## config.mk

```make
export PLATFORM = sky130hd
export DESIGN_NAME = number_literal_scanner
export DESIGN_NICKNAME = d
export VERILOG_FILES = /design/src/hdl/nls_pkg.sv /design/src/hdl/number_literal_scanner.sv /design/src/hdl/nls_cfg_regs.sv /design/src/hdl/nls_scan_step.sv
export SDC_FILE = /design/constraint.sdc
export NUM_CORES = 1
export LEC_CHECK = 0
export ABC_AREA = 1
export BUFFER_PORTS_ARGS = -buffer_cell sky130_fd_sc_hd__buf_2
export CORE_UTILIZATION = 30
export DETAILED_ROUTE_END_ITERATION = 10
export GPL_ROUTABILITY_DRIVEN = 1
export PLACE_DENSITY = 0.55
export RECOVER_POWER = 100
export SETUP_SLACK_MARGIN = 0.3
export SYNTH_ARGS = -nofsm -noshare
export SYNTH_HDL_FRONTEND = slang
export SYNTH_SLANG_ARGS = --single-unit
```

## constraint.sdc

```tcl
create_clock -name aclk -period 6.3 [get_ports aclk]
set_input_delay 0.945 -clock aclk [delete_from_list [all_inputs] [get_ports aclk]]
set_output_delay 0.945 -clock aclk [all_outputs]
set_load 0.02 [all_outputs]
```

## src/hdl/nls_pkg.sv

```systemverilog
// Package for the number literal scanner: scan phases, outcome codes, register
// indexes, character constants, beat structs and small character-class functions.
// No dependencies.
package nls_pkg;

    // Lengths saturate here; the reported length is 10 bits wide.
    localparam int unsigned MAX_LENGTH = 1023;
    localparam int unsigned LEN_W      = 10;
    localparam int unsigned COL_W      = 10;
    localparam int unsigned RCOL_W     = 11;
    localparam logic [LEN_W-1:0] LEN_MAX = LEN_W'(MAX_LENGTH);

    // Scan modes.
    localparam logic [1:0] MODE_INT   = 2'd0;
    localparam logic [1:0] MODE_FLOAT = 2'd1;
    localparam logic [1:0] MODE_OCTAL = 2'd2;

    // Register indexes on the configuration port.
    localparam logic [1:0] REG_SCAN_MODE  = 2'd0;
    localparam logic [1:0] REG_LOOK_AHEAD = 2'd1;
    localparam logic [1:0] REG_REQ_COLUMN = 2'd2;
    localparam logic [1:0] REG_NEED_FNS   = 2'd3;

    // A required column of minus one lets a scan start in any column.
    localparam logic signed [RCOL_W-1:0] ANY_COLUMN = -11'sd1;

    // Characters the scanner recognises.
    localparam logic [7:0] CH_ZERO   = 8'h30;
    localparam logic [7:0] CH_SEVEN  = 8'h37;
    localparam logic [7:0] CH_NINE   = 8'h39;
    localparam logic [7:0] CH_POINT  = 8'h2E;
    localparam logic [7:0] CH_E_LOW  = 8'h65;
    localparam logic [7:0] CH_E_UP   = 8'h45;
    localparam logic [7:0] CH_PLUS   = 8'h2B;
    localparam logic [7:0] CH_MINUS  = 8'h2D;
    localparam logic [7:0] CH_SUF_L  = 8'h4C;
    localparam logic [7:0] CH_SUF_U  = 8'h55;

    typedef enum logic [3:0] {
        PH_IDLE,
        PH_INT,
        PH_FINT,
        PH_FFRAC,
        PH_FE,
        PH_FSIGN,
        PH_FEXP,
        PH_OSTART,
        PH_OZERO,
        PH_ODIG
    } phase_t;

    typedef enum logic [1:0] {
        OUT_GO_ON,
        OUT_ACCEPT,
        OUT_REJECT
    } outcome_t;

    typedef struct packed {
        logic [1:0]               scan_mode;
        logic                     look_ahead;
        logic signed [RCOL_W-1:0] required_column;
        logic                     need_first_non_space;
    } cfg_t;

    typedef struct packed {
        logic [7:0]       char_byte;
        logic             scan_start;
        logic             text_end;
        logic [COL_W-1:0] start_column;
        logic             at_word_start;
        logic             at_first_non_space;
    } item_t;

    typedef struct packed {
        logic             matched;
        logic [LEN_W-1:0] match_length;
    } result_t;

    function automatic logic is_dec(input logic [7:0] c);
        return c inside {[CH_ZERO:CH_NINE]};
    endfunction

    function automatic logic is_oct(input logic [7:0] c);
        return c inside {[CH_ZERO:CH_SEVEN]};
    endfunction

    function automatic logic [LEN_W-1:0] sat_inc(input logic [LEN_W-1:0] v);
        return (v == LEN_MAX) ? v : v + LEN_W'(1);
    endfunction

endpackage

```

## src/hdl/number_literal_scanner.sv

```systemverilog
// Number literal scanner: detects integer, float and C octal literals in a byte stream.
// Top level, depends on nls_pkg, nls_cfg_regs and nls_scan_step.
//
// Usage. Text enters one byte per beat on the s_ channel: s_tuser marks the byte that
// opens a new scan, s_tlast the last byte of available text, and s_tdata carries the
// byte with the column, word-start and first-non-space flags read on the opening byte.
// A scan gets one result beat on the m_ channel as soon as its outcome is known: at the
// first byte that cannot extend the literal, at a byte marked last, or at once when the
// opening byte fails a gate. A scan abandoned by a new opening byte gives no result,
// and neither do bytes outside a scan.
// Timing. An accepted beat lands in the input register; its result, if any, enters the
// output register (m_tvalid) once that register is free or being emptied. The grammar
// step is one pass of logic between the registers, and a byte is taken every cycle
// while m_tready stays high. When the receiver stalls, the output register holds its
// beat; the input register can still take one more byte, after which s_tready falls
// until the output beat is taken. Reset (aresetn low, synchronous) empties both
// registers, closes any scan and loads the register defaults: integer mode, no
// look-ahead, any column, no first-non-space requirement. The user must write registers
// over the APB-style port only while the stream is idle; the block does not check this.
module number_literal_scanner
    import nls_pkg::*;
(
    input  logic        aclk,
    input  logic        aresetn,

    input  logic        psel,
    input  logic        penable,
    input  logic        pwrite,
    input  logic [3:0]  paddr,
    input  logic [31:0] pwdata,
    output logic [31:0] prdata,
    output logic        pready,

    input  logic        s_tvalid,
    output logic        s_tready,
    // [7:0] char_byte, [17:8] start_column, [18] at_word_start,
    // [19] at_first_non_space, [23:20] zero
    input  logic [23:0] s_tdata,
    // [0] scan_start
    input  logic [0:0]  s_tuser,
    // text_end
    input  logic        s_tlast,

    output logic        m_tvalid,
    input  logic        m_tready,
    // [0] matched, [10:1] match_length, [15:11] zero
    output logic [15:0] m_tdata
);

    cfg_t    cfg;
    item_t   in_item_reg;
    logic    in_valid_reg;
    result_t res;
    logic    res_valid;
    result_t out_reg;
    logic    out_valid_reg;
    logic    advance;
    logic    s_fire;

    nls_cfg_regs u_cfg (
        .aclk    (aclk),
        .aresetn (aresetn),
        .psel    (psel),
        .penable (penable),
        .pwrite  (pwrite),
        .paddr   (paddr),
        .pwdata  (pwdata),
        .prdata  (prdata),
        .pready  (pready),
        .cfg     (cfg)
    );

    nls_scan_step u_step (
        .aclk       (aclk),
        .aresetn    (aresetn),
        .cfg        (cfg),
        .item       (in_item_reg),
        .item_valid (in_valid_reg),
        .step_en    (advance),
        .res_valid  (res_valid),
        .res        (res)
    );

    // The held byte moves on whenever the output register is free or being emptied.
    assign advance  = in_valid_reg && (!out_valid_reg || m_tready);
    assign s_tready = !in_valid_reg || advance;
    assign s_fire   = s_tvalid && s_tready;

    always_ff @(posedge aclk) begin
        if (!aresetn) begin
            in_valid_reg <= 1'b0;
        end else if (s_fire) begin
            in_valid_reg <= 1'b1;
        end else if (advance) begin
            in_valid_reg <= 1'b0;
        end
    end

    always_ff @(posedge aclk) begin
        if (s_fire) begin
            in_item_reg.char_byte          <= s_tdata[7:0];
            in_item_reg.scan_start         <= s_tuser[0];
            in_item_reg.text_end           <= s_tlast;
            in_item_reg.start_column       <= s_tdata[17:8];
            in_item_reg.at_word_start      <= s_tdata[18];
            in_item_reg.at_first_non_space <= s_tdata[19];
        end
    end

    // Output register: loaded on every step, cleared once its beat is taken.
    always_ff @(posedge aclk) begin
        if (!aresetn) begin
            out_valid_reg <= 1'b0;
        end else if (advance) begin
            out_valid_reg <= res_valid;
        end else if (m_tready) begin
            out_valid_reg <= 1'b0;
        end
    end

    always_ff @(posedge aclk) begin
        if (advance && res_valid) begin
            out_reg <= res;
        end
    end

    assign m_tvalid = out_valid_reg;
    assign m_tdata  = {5'd0, out_reg.match_length, out_reg.matched};

endmodule

```

## src/hdl/nls_cfg_regs.sv

```systemverilog
// Configuration register file of the number literal scanner on an APB-style port.
// Depends on nls_pkg for the register indexes and the configuration struct.
module nls_cfg_regs
    import nls_pkg::*;
(
    input  logic        aclk,
    input  logic        aresetn,
    input  logic        psel,
    input  logic        penable,
    input  logic        pwrite,
    input  logic [3:0]  paddr,
    input  logic [31:0] pwdata,
    output logic [31:0] prdata,
    output logic        pready,
    output cfg_t        cfg
);

    cfg_t       cfg_reg;
    logic       wr_en;
    logic [1:0] reg_idx;

    assign pready  = 1'b1;
    assign wr_en   = psel && penable && pwrite && pready;
    assign reg_idx = paddr[3:2];
    assign cfg     = cfg_reg;

    always_ff @(posedge aclk) begin
        if (!aresetn) begin
            cfg_reg.scan_mode            <= MODE_INT;
            cfg_reg.look_ahead           <= 1'b0;
            cfg_reg.required_column      <= ANY_COLUMN;
            cfg_reg.need_first_non_space <= 1'b0;
        end else if (wr_en) begin
            case (reg_idx)
                REG_SCAN_MODE:  cfg_reg.scan_mode            <= pwdata[1:0];
                REG_LOOK_AHEAD: cfg_reg.look_ahead           <= pwdata[0];
                REG_REQ_COLUMN: cfg_reg.required_column      <= $signed(pwdata[RCOL_W-1:0]);
                REG_NEED_FNS:   cfg_reg.need_first_non_space <= pwdata[0];
                default:        cfg_reg.scan_mode            <= cfg_reg.scan_mode;
            endcase
        end
    end

    always_comb begin
        case (reg_idx)
            REG_SCAN_MODE:  prdata = {30'd0, cfg_reg.scan_mode};
            REG_LOOK_AHEAD: prdata = {31'd0, cfg_reg.look_ahead};
            REG_REQ_COLUMN: prdata = {{(32-RCOL_W){cfg_reg.required_column[RCOL_W-1]}},
                                      cfg_reg.required_column};
            REG_NEED_FNS:   prdata = {31'd0, cfg_reg.need_first_non_space};
            default:        prdata = 32'd0;
        endcase
    end

endmodule

```

## src/hdl/nls_scan_step.sv

```systemverilog
// Scan state and per-byte step logic of the number literal scanner.
// Depends on nls_pkg for phases, outcomes, structs and character classes.
module nls_scan_step
    import nls_pkg::*;
(
    input  logic    aclk,
    input  logic    aresetn,
    input  cfg_t    cfg,
    input  item_t   item,
    input  logic    item_valid,
    input  logic    step_en,
    output logic    res_valid,
    output result_t res
);

    phase_t           phase_reg, phase_next;
    logic [LEN_W-1:0] len_reg, len_next;
    logic             digit_reg, digit_next;

    phase_t           init_phase;
    phase_t           cur_phase;
    phase_t           feed_phase;
    logic [LEN_W-1:0] cur_len;
    logic             cur_digit;
    logic             mode_ok;
    logic             word_needed;
    logic             col_ok;
    logic             gate_fail;
    logic             active;
    logic             bump;
    logic             set_digit;
    logic             new_digit;
    logic [LEN_W-1:0] len_after;
    outcome_t         feed_out;
    outcome_t         final_out;

    // Start-of-scan phase and gates.
    always_comb begin
        mode_ok     = 1'b1;
        word_needed = 1'b0;
        case (cfg.scan_mode)
            MODE_INT: begin
                init_phase  = PH_INT;
                word_needed = 1'b1;
            end
            MODE_FLOAT: begin
                init_phase  = PH_FINT;
                word_needed = 1'b1;
            end
            MODE_OCTAL: begin
                init_phase  = PH_OSTART;
            end
            default: begin
                init_phase  = PH_IDLE;
                mode_ok     = 1'b0;
            end
        endcase
    end

    assign col_ok = (cfg.required_column == ANY_COLUMN) ||
                    (cfg.required_column == $signed({1'b0, item.start_column}));

    assign gate_fail = item.scan_start &&
                       (!col_ok || !mode_ok ||
                        (cfg.need_first_non_space && !item.at_first_non_space) ||
                        (word_needed && !item.at_word_start));

    assign active    = item.scan_start || (phase_reg != PH_IDLE);
    assign cur_phase = item.scan_start ? init_phase : phase_reg;
    assign cur_len   = item.scan_start ? '0 : len_reg;
    assign cur_digit = item.scan_start ? 1'b0 : digit_reg;

    // One byte through the literal grammar.
    always_comb begin
        feed_phase = cur_phase;
        bump       = 1'b0;
        set_digit  = 1'b0;
        feed_out   = OUT_REJECT;
        case (cur_phase)
            PH_INT: begin
                if (is_dec(item.char_byte)) begin
                    bump      = 1'b1;
                    set_digit = 1'b1;
                    feed_out  = OUT_GO_ON;
                end else begin
                    feed_out  = cur_digit ? OUT_ACCEPT : OUT_REJECT;
                end
            end
            PH_FINT, PH_FFRAC: begin
                if (is_dec(item.char_byte)) begin
                    bump      = 1'b1;
                    set_digit = 1'b1;
                    feed_out  = OUT_GO_ON;
                end else if (cur_phase == PH_FINT && item.char_byte == CH_POINT) begin
                    bump       = 1'b1;
                    feed_phase = PH_FFRAC;
                    feed_out   = OUT_GO_ON;
                end else if (item.char_byte == CH_E_LOW || item.char_byte == CH_E_UP) begin
                    // An exponent with no mantissa digit before it is refused.
                    if (cur_digit) begin
                        bump       = 1'b1;
                        feed_phase = PH_FE;
                        feed_out   = OUT_GO_ON;
                    end
                end else if (cur_phase == PH_FFRAC) begin
                    feed_out = cur_digit ? OUT_ACCEPT : OUT_REJECT;
                end
            end
            PH_FE: begin
                if (item.char_byte == CH_PLUS || item.char_byte == CH_MINUS) begin
                    bump       = 1'b1;
                    feed_phase = PH_FSIGN;
                    feed_out   = OUT_GO_ON;
                end else if (is_dec(item.char_byte)) begin
                    bump       = 1'b1;
                    feed_phase = PH_FEXP;
                    feed_out   = OUT_GO_ON;
                end
            end
            PH_FSIGN: begin
                if (is_dec(item.char_byte)) begin
                    bump       = 1'b1;
                    feed_phase = PH_FEXP;
                    feed_out   = OUT_GO_ON;
                end
            end
            PH_FEXP: begin
                if (is_dec(item.char_byte)) begin
                    bump     = 1'b1;
                    feed_out = OUT_GO_ON;
                end else begin
                    feed_out = OUT_ACCEPT;
                end
            end
            PH_OSTART: begin
                if (item.char_byte == CH_ZERO) begin
                    bump       = 1'b1;
                    feed_phase = PH_OZERO;
                    feed_out   = OUT_GO_ON;
                end
            end
            PH_OZERO: begin
                if (is_oct(item.char_byte)) begin
                    bump       = 1'b1;
                    feed_phase = PH_ODIG;
                    feed_out   = OUT_GO_ON;
                end
            end
            PH_ODIG: begin
                if (is_oct(item.char_byte)) begin
                    bump     = 1'b1;
                    feed_out = OUT_GO_ON;
                end else if (item.char_byte == CH_SUF_L || item.char_byte == CH_SUF_U) begin
                    // The suffix belongs to the literal and closes it.
                    bump     = 1'b1;
                    feed_out = OUT_ACCEPT;
                end else begin
                    feed_out = OUT_ACCEPT;
                end
            end
            default: begin
                feed_out = OUT_REJECT;
            end
        endcase
    end

    assign new_digit = cur_digit | set_digit;
    assign len_after = bump ? sat_inc(cur_len) : cur_len;

    // A scan still open on the last byte of text is decided there.
    always_comb begin
        final_out = feed_out;
        if (feed_out == OUT_GO_ON && item.text_end) begin
            case (feed_phase)
                PH_INT, PH_FFRAC: final_out = new_digit ? OUT_ACCEPT : OUT_REJECT;
                PH_FEXP, PH_ODIG: final_out = OUT_ACCEPT;
                default:          final_out = OUT_REJECT;
            endcase
        end
    end

    assign res_valid = item_valid && active && (gate_fail || final_out != OUT_GO_ON);

    always_comb begin
        res.matched      = !gate_fail && (final_out == OUT_ACCEPT);
        res.match_length = (res.matched && !cfg.look_ahead) ? len_after : '0;
    end

    always_comb begin
        phase_next = phase_reg;
        len_next   = len_reg;
        digit_next = digit_reg;
        if (step_en && item_valid && active) begin
            if (gate_fail || final_out != OUT_GO_ON) begin
                phase_next = PH_IDLE;
            end else begin
                phase_next = feed_phase;
                len_next   = len_after;
                digit_next = new_digit;
            end
        end
    end

    always_ff @(posedge aclk) begin
        if (!aresetn) begin
            phase_reg <= PH_IDLE;
            len_reg   <= '0;
            digit_reg <= 1'b0;
        end else begin
            phase_reg <= phase_next;
            len_reg   <= len_next;
            digit_reg <= digit_next;
        end
    end

`ifndef ASSERT_OFF
    a_fail_len_zero: assert property (@(posedge aclk) disable iff (!aresetn)
        res_valid && !res.matched |-> res.match_length == '0)
        else $error("unmatched result carries a non-zero length");

    a_look_ahead_zero: assert property (@(posedge aclk) disable iff (!aresetn)
        res_valid && cfg.look_ahead |-> res.match_length == '0)
        else $error("look-ahead result carries a non-zero length");

    a_closed_after_result: assert property (@(posedge aclk) disable iff (!aresetn)
        step_en && res_valid |=> phase_reg == PH_IDLE)
        else $error("scan still open after its result");

    a_idle_silent: assert property (@(posedge aclk) disable iff (!aresetn)
        phase_reg == PH_IDLE && !item.scan_start |-> !res_valid)
        else $error("result produced with no open scan");
`endif

endmodule
```

==> summary.json, run 1 <==
{
  "number_of_max_slew_violations_in_the_final_report": {"value": 0},
  "p_int": {"value": 0.799, "unit": "mW"},
  "hold_start": {"value": "u_step.len_reg[2]"},
  "gp_congestion": {"value": 0.856},
  "groute.usage.overall": {"value": 0.142},
  "yosys.area.top_type_share": {"value": 0.244},
  "route.vias.total": {"value": 3581},
  "setup_tns": {"value": 0, "unit": "ns"},
  "cts_root_buf": {"value": "sky130_fd_sc_hd__clkbuf_16"},
  "postSynth.asyncResetShare": {"value": 0},
  "initial_core_util": {"value": 0.308},
  "grt_pass1_wl": {"value": 15.5, "unit": "mm"},
  "switching_share": {"value": 0.253},
  "detailed_place_hpwl": {"value": 7.35, "unit": "mm"},
  "vias_per_cell": {"value": 4.50},
  "maxCapViolations": {"value": 0},
  "status": {"value": "finished clean"},
  "clock_path_buffers": {"value": 2},
  "clk_latency": {"value": 0.33, "unit": "ns"},
  "die_y": {"value": 118, "unit": "microns"},
  "diodes": {"value": 0},
  "worst_r2r_endpoint": {"value": "u_step.phase_reg[0]"},
  "grt_antenna_before_repair": {"value": 0},
  "sort_of_element_at_the_end_of_the_critical_path": {"value": "register"},
  "first_global_vias": {"value": 3339},
  "clock_power_share": {"value": 0.446},
  "power_switching": {"value": 0.270, "unit": "mW"},
  "post-route-util": {"value": 0.353},
  "final_period_minus_worst_setup_slack": {"value": 4.54, "unit": "ns"},
  "fp.dieW": {"value": 118, "unit": "microns"},
  "reg2reg_slack": {"value": 1.76, "unit": "ns"},
  "post_synth_instance_area": {"value": 4060, "unit": "sq um"},
  "holdCritPathClass": {"value": "register to register"},
  "ir_worst_vdd": {"value": 166, "unit": "uV"},
  "max_slew.worst_pin.slew": {"value": 1.34, "unit": "ns"},
  "rsz0062_at_grt": {"value": "false"},
  "worst-path-max-fanout": {"value": 22},
  "firstDrtPassIters": {"value": 5},
  "worstSetupStartpointType": {"value": "register"},
  "combPwrFrac": {"value": 0.115},
  "timing.final.hold_violations": {"value": 0},
  "worstReg2RegStart": {"value": "in_item_reg[13]"},
  "holdBufCountCts": {"value": 0},
  "core_area": {"value": 13200, "unit": "sq um"},
  "postRouteWirelength": {"value": 9.49, "unit": "mm"},
  "ys_seq_elements": {"value": 65},
  "largest_reg_flops": {"value": 22},
  "tritoncts_num_sinks": {"value": 65},
  "drt_iter0_markers": {"value": 151},
  "synth.yosys.seq_area_share": {"value": 0.402},
  "post_synth.cell_area_avg": {"value": 7.34, "unit": "sq um"},
  "post_route_clock_skew": {"value": 0.00404, "unit": "ns"},
  "post_drt_wl_per_cell": {"value": 11.9, "unit": "microns"},
  "kind_of_critical_path": {"value": "register to register"},
  "route.antenna.remaining_nets": {"value": 0},
  "cts_tree": {"value": "built"},
  "cts-buffers-inserted": {"value": 9},
  "post_cts.resized_instances": {"value": 0},
  "timing.final.ws_setup": {"value": 1.76, "unit": "ns"},
  "post_cts_buffers": {"value": 0},
  "ff2ff_path_depth": {"value": 16},
  "max_slew_margin": {"value": 0.106},
  "p_leak": {"value": 2.02, "unit": "nW"},
  "finish.instance_area": {"value": 4660, "unit": "sq um"},
  "post-place-ws": {"value": 2.55, "unit": "ns"},
  "cts_htree_levels": {"value": 3},
  "synth_top_flop_cell": {"value": "sky130_fd_sc_hd__edfxtp_1"},
  "setup_viol": {"value": 0},
  "port_buffers": {"value": 86},
  "holdPathStages": {"value": 2},
  "yosysTopAreaCell": {"value": "sky130_fd_sc_hd__edfxtp_1"},
  "post_synth_main_area_contributors": {"value": "sky130_fd_sc_hd__edfxtp_1, sky130_fd_sc_hd__dfxtp_1, sky130_fd_sc_hd__nand2_1"},
  "area_growth_syn_to_layout": {"value": 14.8, "unit": "%"},
  "worst_hold_path_endpoint": {"value": "u_step.len_reg[2]"},
  "powerDensity": {"value": 230, "unit": "nW/um^2"},
  "clkSlewWorstSetupHoldPaths": {"value": 0.05, "unit": "ns"},
  "drive_gt1_frac": {"value": 0.124},
  "finalCritPeriodShare": {"value": 0.721},
  "drc_errors": {"value": 0},
  "synth.distinct_cells": {"value": 41},
  "max_freq": {"value": 220, "unit": "MHz"},
  "area_of_placed_instances": {"value": 4450, "unit": "sq um"},
  "number_of_nets_in_the_final_layout": {"value": 689},
  "count_of_synthesis_stage_warnings_from_yosys": {"value": 0},
  "grt_max_degree": {"value": 26},
  "post_synthesis_cell_count": {"value": 553},
  "core.rowCount": {"value": 42},
  "grt_overflow_total": {"value": 0},
  "seq_power_share": {"value": 0.439},
  "arrival": {"value": 4.80, "unit": "ns"},
  "die-area": {"value": 14000, "unit": "sq um"},
  "report.power.total": {"value": 1.07, "unit": "mW"},
  "synth_edf_count": {"value": 33},
  "io_pins": {"value": 120},
  "crit_required": {"value": 6.56, "unit": "ns"}
}
==> area by class of cell <==
class | instances | area [sq um]
fillers | 1414 | 8530
clock inverters | 6 | 58.8
repair buffers | 86 | 370
well taps | 176 | 220
multi-input cells | 373 | 1850
flip-flops and latches | 65 | 1630
inverters | 80 | 302
clock buffers | 10 | 229
==> layout by cell type (no fill, tap or decap), types with 3 or more instances in the layout <==
cell                          n
sky130_fd_sc_hd__a21oi_1     22
sky130_fd_sc_hd__buf_2       38
sky130_fd_sc_hd__clkbuf_1    49
sky130_fd_sc_hd__clkbuf_16    9
sky130_fd_sc_hd__clkinv_1     3
sky130_fd_sc_hd__conb_1       6
sky130_fd_sc_hd__dfxtp_1     32
sky130_fd_sc_hd__edfxtp_1    33
sky130_fd_sc_hd__ha_1         5
sky130_fd_sc_hd__inv_1       74
sky130_fd_sc_hd__inv_2        3
sky130_fd_sc_hd__nand2_1    113
sky130_fd_sc_hd__nand2_2      8
sky130_fd_sc_hd__nand3_1     40
sky130_fd_sc_hd__nand4_1      8
sky130_fd_sc_hd__nor2_1      84
sky130_fd_sc_hd__nor2_4       4
sky130_fd_sc_hd__nor3_1       8
sky130_fd_sc_hd__nor4_1       4
sky130_fd_sc_hd__o211ai_1    12
sky130_fd_sc_hd__o21ai_0     27
sky130_fd_sc_hd__xnor2_1      6
sky130_fd_sc_hd__xor2_1       8
==> power by group through the flow <==
stage	clock network [mW]	registers, mW	logic (mW)
finish	0.477	0.470	0.122
global route	0.511	0.471	0.137
CTS	0.492	0.470	0.128
detailed placement	0	0.479	0.127
global placement	0	0.478	0.126
floorplan	0	0.476	0.102
==> metrics by stage <==
step           hold WS, ns  instances
2_1_floorplan        0.452        557
3_3_place_gp         0.463        780
3_5_place_dp         0.474        780
4_1_cts              0.487        796
5_1_grt              0.526        796
6_report             0.481        796
==> worst max path at each step <==
stage | from | end | slack, ns | depth (start not counted)
floorplan | paddr[3] | prdata[11] | 2.73 | 5
global placement | paddr[3] | prdata[14] | 2.64 | 6
detailed placement | paddr[3] | prdata[18] | 2.55 | 6
CTS | paddr[3] | prdata[18] | 2.54 | 6
global route | in_item_reg[13] | u_step.phase_reg[0] | 1.32 | 18
finish | in_item_reg[13] | u_step.phase_reg[0] | 1.76 | 16
==> per-layer routing <==
metal	up-vias	part of all wire	GRT usage
li1	1871	-	-
met2	104	0.48	0.236
met1	1600	0.44	0.171
met3	6	0.069	0.0463
met4	0	0.0094	0.0537
met5	-	0	0
==> Yosys cell counts, types with 6 or more instances <==
| master | number |
|---|---|
| sky130_fd_sc_hd__a21oi_1 | 22 |
| sky130_fd_sc_hd__nor2_1 | 83 |
| sky130_fd_sc_hd__edfxtp_1 | 33 |
| sky130_fd_sc_hd__dfxtp_1 | 32 |
| sky130_fd_sc_hd__inv_1 | 74 |
| sky130_fd_sc_hd__xor2_1 | 8 |
| sky130_fd_sc_hd__buf_4 | 28 |
| sky130_fd_sc_hd__nand2_2 | 9 |
| sky130_fd_sc_hd__o21ai_0 | 27 |
| sky130_fd_sc_hd__xnor2_1 | 6 |
| sky130_fd_sc_hd__o211ai_1 | 12 |
| sky130_fd_sc_hd__nand4_1 | 8 |
| sky130_fd_sc_hd__nor3_1 | 8 |
| sky130_fd_sc_hd__nand2_1 | 112 |
| sky130_fd_sc_hd__nand3_1 | 39 |
==> worst max-delay path, stage by stage, from the launching register on <==
cell and delay (ns):
sky130_fd_sc_hd__edfxtp_1 0.95, sky130_fd_sc_hd__clkinvlp_2 0.62, sky130_fd_sc_hd__nand2_1 0.18, sky130_fd_sc_hd__nand3_1 0.21
sky130_fd_sc_hd__nand2_1 0.21, sky130_fd_sc_hd__nor2_1 0.10, sky130_fd_sc_hd__nor2_1 0.12, sky130_fd_sc_hd__nand3_1 0.08
sky130_fd_sc_hd__nor2_1 0.20, sky130_fd_sc_hd__nand2_1 0.08, sky130_fd_sc_hd__nor2_1 0.09, sky130_fd_sc_hd__nand2_1 0.07
sky130_fd_sc_hd__nand3_1 0.09, sky130_fd_sc_hd__nand2_2 0.06, sky130_fd_sc_hd__nor2_1 1.01, sky130_fd_sc_hd__nand3_1 0.21
sky130_fd_sc_hd__a21oi_1 0.19
==> logic make-up (layout without fill, tap and decap cells) <==
family | count (synthesis) | after routing | synth area share
compound gates | 71 | 71 | 0.103
xor+xnor | 14 | 14 | 0.0302
fa+ha+maj | 5 | 5 | 0.0154
buf+inv | 119 | 182 | 0.143
flops | 65 | 65 | 0.402
other cells | 2 | 6 | 0.00185
simple gates | 277 | 277 | 0.304
Power figures use the tool's default switching activity.
==> run 2, diff against run 1 <==
PLACE_DENSITY = 0.57   (was 0.55)
clock period = 3.96 ns   (was 6.3 ns; I/O delays follow)
==> summary.json, run 2 (synthesis results as in run 1) <==
{
  "switching_share": {"value": 0.248},
  "drt_iter0_markers": {"value": 162},
  "use_met2": {"value": 0.229},
  "tritoncts_num_sinks": {"value": 65},
  "power_switching": {"value": 0.443, "unit": "mW"},
  "fp.dieW": {"value": 118, "unit": "microns"},
  "gp_congestion": {"value": 0.864},
  "post_route_clock_skew": {"value": 0.0104, "unit": "ns"},
  "crit_required": {"value": 3.94, "unit": "ns"},
  "diodes": {"value": 0},
  "post_cts.resized_instances": {"value": 0},
  "worstSetupStartpointType": {"value": "register"},
  "timing.critical_path.mode_cell": {"value": "sky130_fd_sc_hd__nand2_1"},
  "timing.final.hold_violations": {"value": 0},
  "holdCritPathClass": {"value": "input pin to register"},
  "arrival": {"value": 3.23, "unit": "ns"},
  "ir_worst_vdd": {"value": 323, "unit": "uV"},
  "largest_reg_flops": {"value": 22},
  "critical_path_buf_inv_count": {"value": 3},
  "port_buffers": {"value": 86},
  "max_stage_delay": {"value": 0.36, "unit": "ns"},
  "sort_of_element_at_the_end_of_the_critical_path": {"value": "register"},
  "rsz0062_at_grt": {"value": "false"},
  "grt_pass1_wl": {"value": 15.4, "unit": "mm"},
  "seq_power_share": {"value": 0.418},
  "met3_usage": {"value": 0.0483},
  "holdPathStages": {"value": 1},
  "instance_count_after_placement_with_tap_cells_included": {"value": 784},
  "ff2ff_path_depth": {"value": 17},
  "cts_root_buf": {"value": "sky130_fd_sc_hd__clkbuf_16"},
  "core.rowCount": {"value": 42},
  "worst-path-max-fanout": {"value": 11},
  "core_area": {"value": 13200, "unit": "sq um"},
  "reg2reg_slack": {"value": 0.71, "unit": "ns"},
  "cts-buffers-inserted": {"value": 9},
  "vias_per_cell": {"value": 4.59},
  "clock_power_share": {"value": 0.472},
  "initial_core_util": {"value": 0.308},
  "post_cts_buffers": {"value": 0},
  "critical_path_depth": {"value": 17},
  "die_y": {"value": 118, "unit": "microns"},
  "max_freq": {"value": 308, "unit": "MHz"},
  "family_with_the_most_delay_on_the_worst_path": {"value": "simple AND/OR/NAND/NOR gates"},
  "powerDensity": {"value": 379, "unit": "nW/um^2"},
  "drive_gt1_frac": {"value": 0.130},
  "grt_antenna_before_repair": {"value": 0},
  "worst_hold_path_endpoint": {"value": "in_item_reg[1]"},
  "worstReg2RegStart": {"value": "u_cfg.cfg[13]"},
  "final_cells": {"value": 800},
  "drc_errors": {"value": 0},
  "die-area": {"value": 14000, "unit": "sq um"},
  "clkSlewWorstSetupHoldPaths": {"value": 0.06, "unit": "ns"},
  "holdBufCountCts": {"value": 0},
  "post_drt_wl_per_cell": {"value": 11.8, "unit": "microns"},
  "groute.usage.overall": {"value": 0.140},
  "grt_overflow_total": {"value": 0},
  "max_slew_margin": {"value": 0.183},
  "clock_path_buffers": {"value": 2},
  "setup_viol": {"value": 0},
  "max_slew.worst_pin.slew": {"value": 1.23, "unit": "ns"},
  "route.antenna.remaining_nets": {"value": 0},
  "firstDrtPassIters": {"value": 4},
  "area_growth_syn_to_layout": {"value": 16.3, "unit": "%"},
  "globalRoute.busiestLayer": {"value": "met2"},
  "hold_start": {"value": "s_tdata[18]"},
  "p_leak": {"value": 2.06, "unit": "nW"},
  "layout_commonest_cell": {"value": "sky130_fd_sc_hd__nand2_1"},
  "layout_common_cells": {"value": "sky130_fd_sc_hd__nand2_1, sky130_fd_sc_hd__nor2_1, sky130_fd_sc_hd__inv_1"},
  "setup_tns": {"value": 0, "unit": "ns"},
  "grt_max_degree": {"value": 26},
  "crit_path_cell_trace": {"value": "inv_1, ha_1, inv_1, nand2_1, o21ai_2, nand2_1, nor2_1, nand2_1, nand2_1, nor2_1, a21oi_1, nand3_1, nand2_1, nand2_1, nand2_1, o21ai_0, inv_1"},
  "number_of_max_slew_violations_in_the_final_report": {"value": 0},
  "io_pins": {"value": 120},
  "status": {"value": "finished clean"},
  "route.vias.total": {"value": 3671},
  "finalCritPeriodShare": {"value": 0.820},
  "first_global_vias": {"value": 3339},
  "detailed_place_hpwl": {"value": 7.39, "unit": "mm"},
  "clk_latency": {"value": 0.34, "unit": "ns"},
  "cts_htree_levels": {"value": 3},
  "worst_r2r_endpoint": {"value": "m_tdata[9]"},
  "cts_tree": {"value": "built"},
  "p_int": {"value": 1.34, "unit": "mW"},
  "groute.layer.met1.usage": {"value": 0.164},
  "final_period_minus_worst_setup_slack": {"value": 3.25, "unit": "ns"},
  "maxCapViolations": {"value": 0},
  "critical-path-slowest-cell": {"value": "sky130_fd_sc_hd__dfxtp_1"},
  "number_of_nets_in_the_final_layout": {"value": 693},
  "combPwrFrac": {"value": 0.111},
  "postRouteWirelength": {"value": 9.48, "unit": "mm"},
  "kind_of_critical_path": {"value": "register to register"},
  "report.power.total": {"value": 1.79, "unit": "mW"}
}
==> run 2: cell count changes in the layout (fill, tap and decap cells not counted), sizes merged <==
cell / delta
inv: +2
clkbuf: +1
clkinv: -1
bufinv: +1
clkinvlp: -2
buf: +3
==> run 2: how the worst max path moves through the flow <==
stage	to	startpoint	slack, ns
after floorplan	prdata[11]	paddr[3]	1.09
after global placement	m_tdata[9]	u_cfg.cfg[13]	0.84
after detailed placement	m_tdata[7]	in_item_reg[13]	0.80
after CTS	m_tdata[7]	in_item_reg[13]	0.78
after global routing	m_tdata[9]	u_cfg.cfg[13]	0.27
final	m_tdata[9]	u_cfg.cfg[13]	0.71
==> run 2: worst register-to-register path, stage by stage, from the launching register on <==
cell and delay, ns:
sky130_fd_sc_hd__dfxtp_1 0.36, sky130_fd_sc_hd__inv_1 0.11, sky130_fd_sc_hd__ha_1 0.31, sky130_fd_sc_hd__inv_1 0.12, sky130_fd_sc_hd__nand2_1 0.08, sky130_fd_sc_hd__o21ai_2 0.15, sky130_fd_sc_hd__nand2_1 0.20, sky130_fd_sc_hd__nor2_1 0.21
sky130_fd_sc_hd__nand2_1 0.09, sky130_fd_sc_hd__nand2_1 0.08, sky130_fd_sc_hd__nor2_1 0.04, sky130_fd_sc_hd__a21oi_1 0.21, sky130_fd_sc_hd__nand3_1 0.15, sky130_fd_sc_hd__nand2_1 0.12, sky130_fd_sc_hd__nand2_1 0.05, sky130_fd_sc_hd__nand2_1 0.11
sky130_fd_sc_hd__o21ai_0 0.13, sky130_fd_sc_hd__inv_1 0.36
==> run 2: layout make-up <==
class / count / area [sq um]
multi-input combinational: 373 / 1850
inverter: 80 / 303
clock inverter: 6 / 90.1
clock buffer: 10 / 229
fill: 1418 / 8470
timing repair buffer: 90 / 392
sequential: 65 / 1630
tap: 176 / 220
==> run 2: metal layers <==
metal | wire length [microns] | part of all wire | vias to the layer above
met3 | 684 | 0.072 | 22
met2 | 4390 | 0.46 | 135
li1 | - | - | 1883
met5 | 0 | 0 | -
met4 | 221 | 0.023 | 0
met1 | 4180 | 0.44 | 1631
==> run 2: per-stage QoR <==
stage	hold WS, ns	instance area, sq um	worst slack (ns)	util
floorplan	0.452	4070	1.09	-
global placement	0.464	4480	0.845	0.339
detailed placement	0.475	4480	0.803	0.339
CTS	0.414	4790	0.783	0.363
global route	0.413	4720	0.268	0.358
finish	0.428	4720	0.714	0.358
==> run 2: power by group through the flow <==
stage,clock (mW),sequential [mW],combinational [mW]
CTS,0.864,0.746,0.206
global placement,0,0.759,0.203
finish,0.843,0.746,0.198
global route,0.895,0.749,0.221
floorplan,0,0.757,0.162
detailed placement,0,0.760,0.205
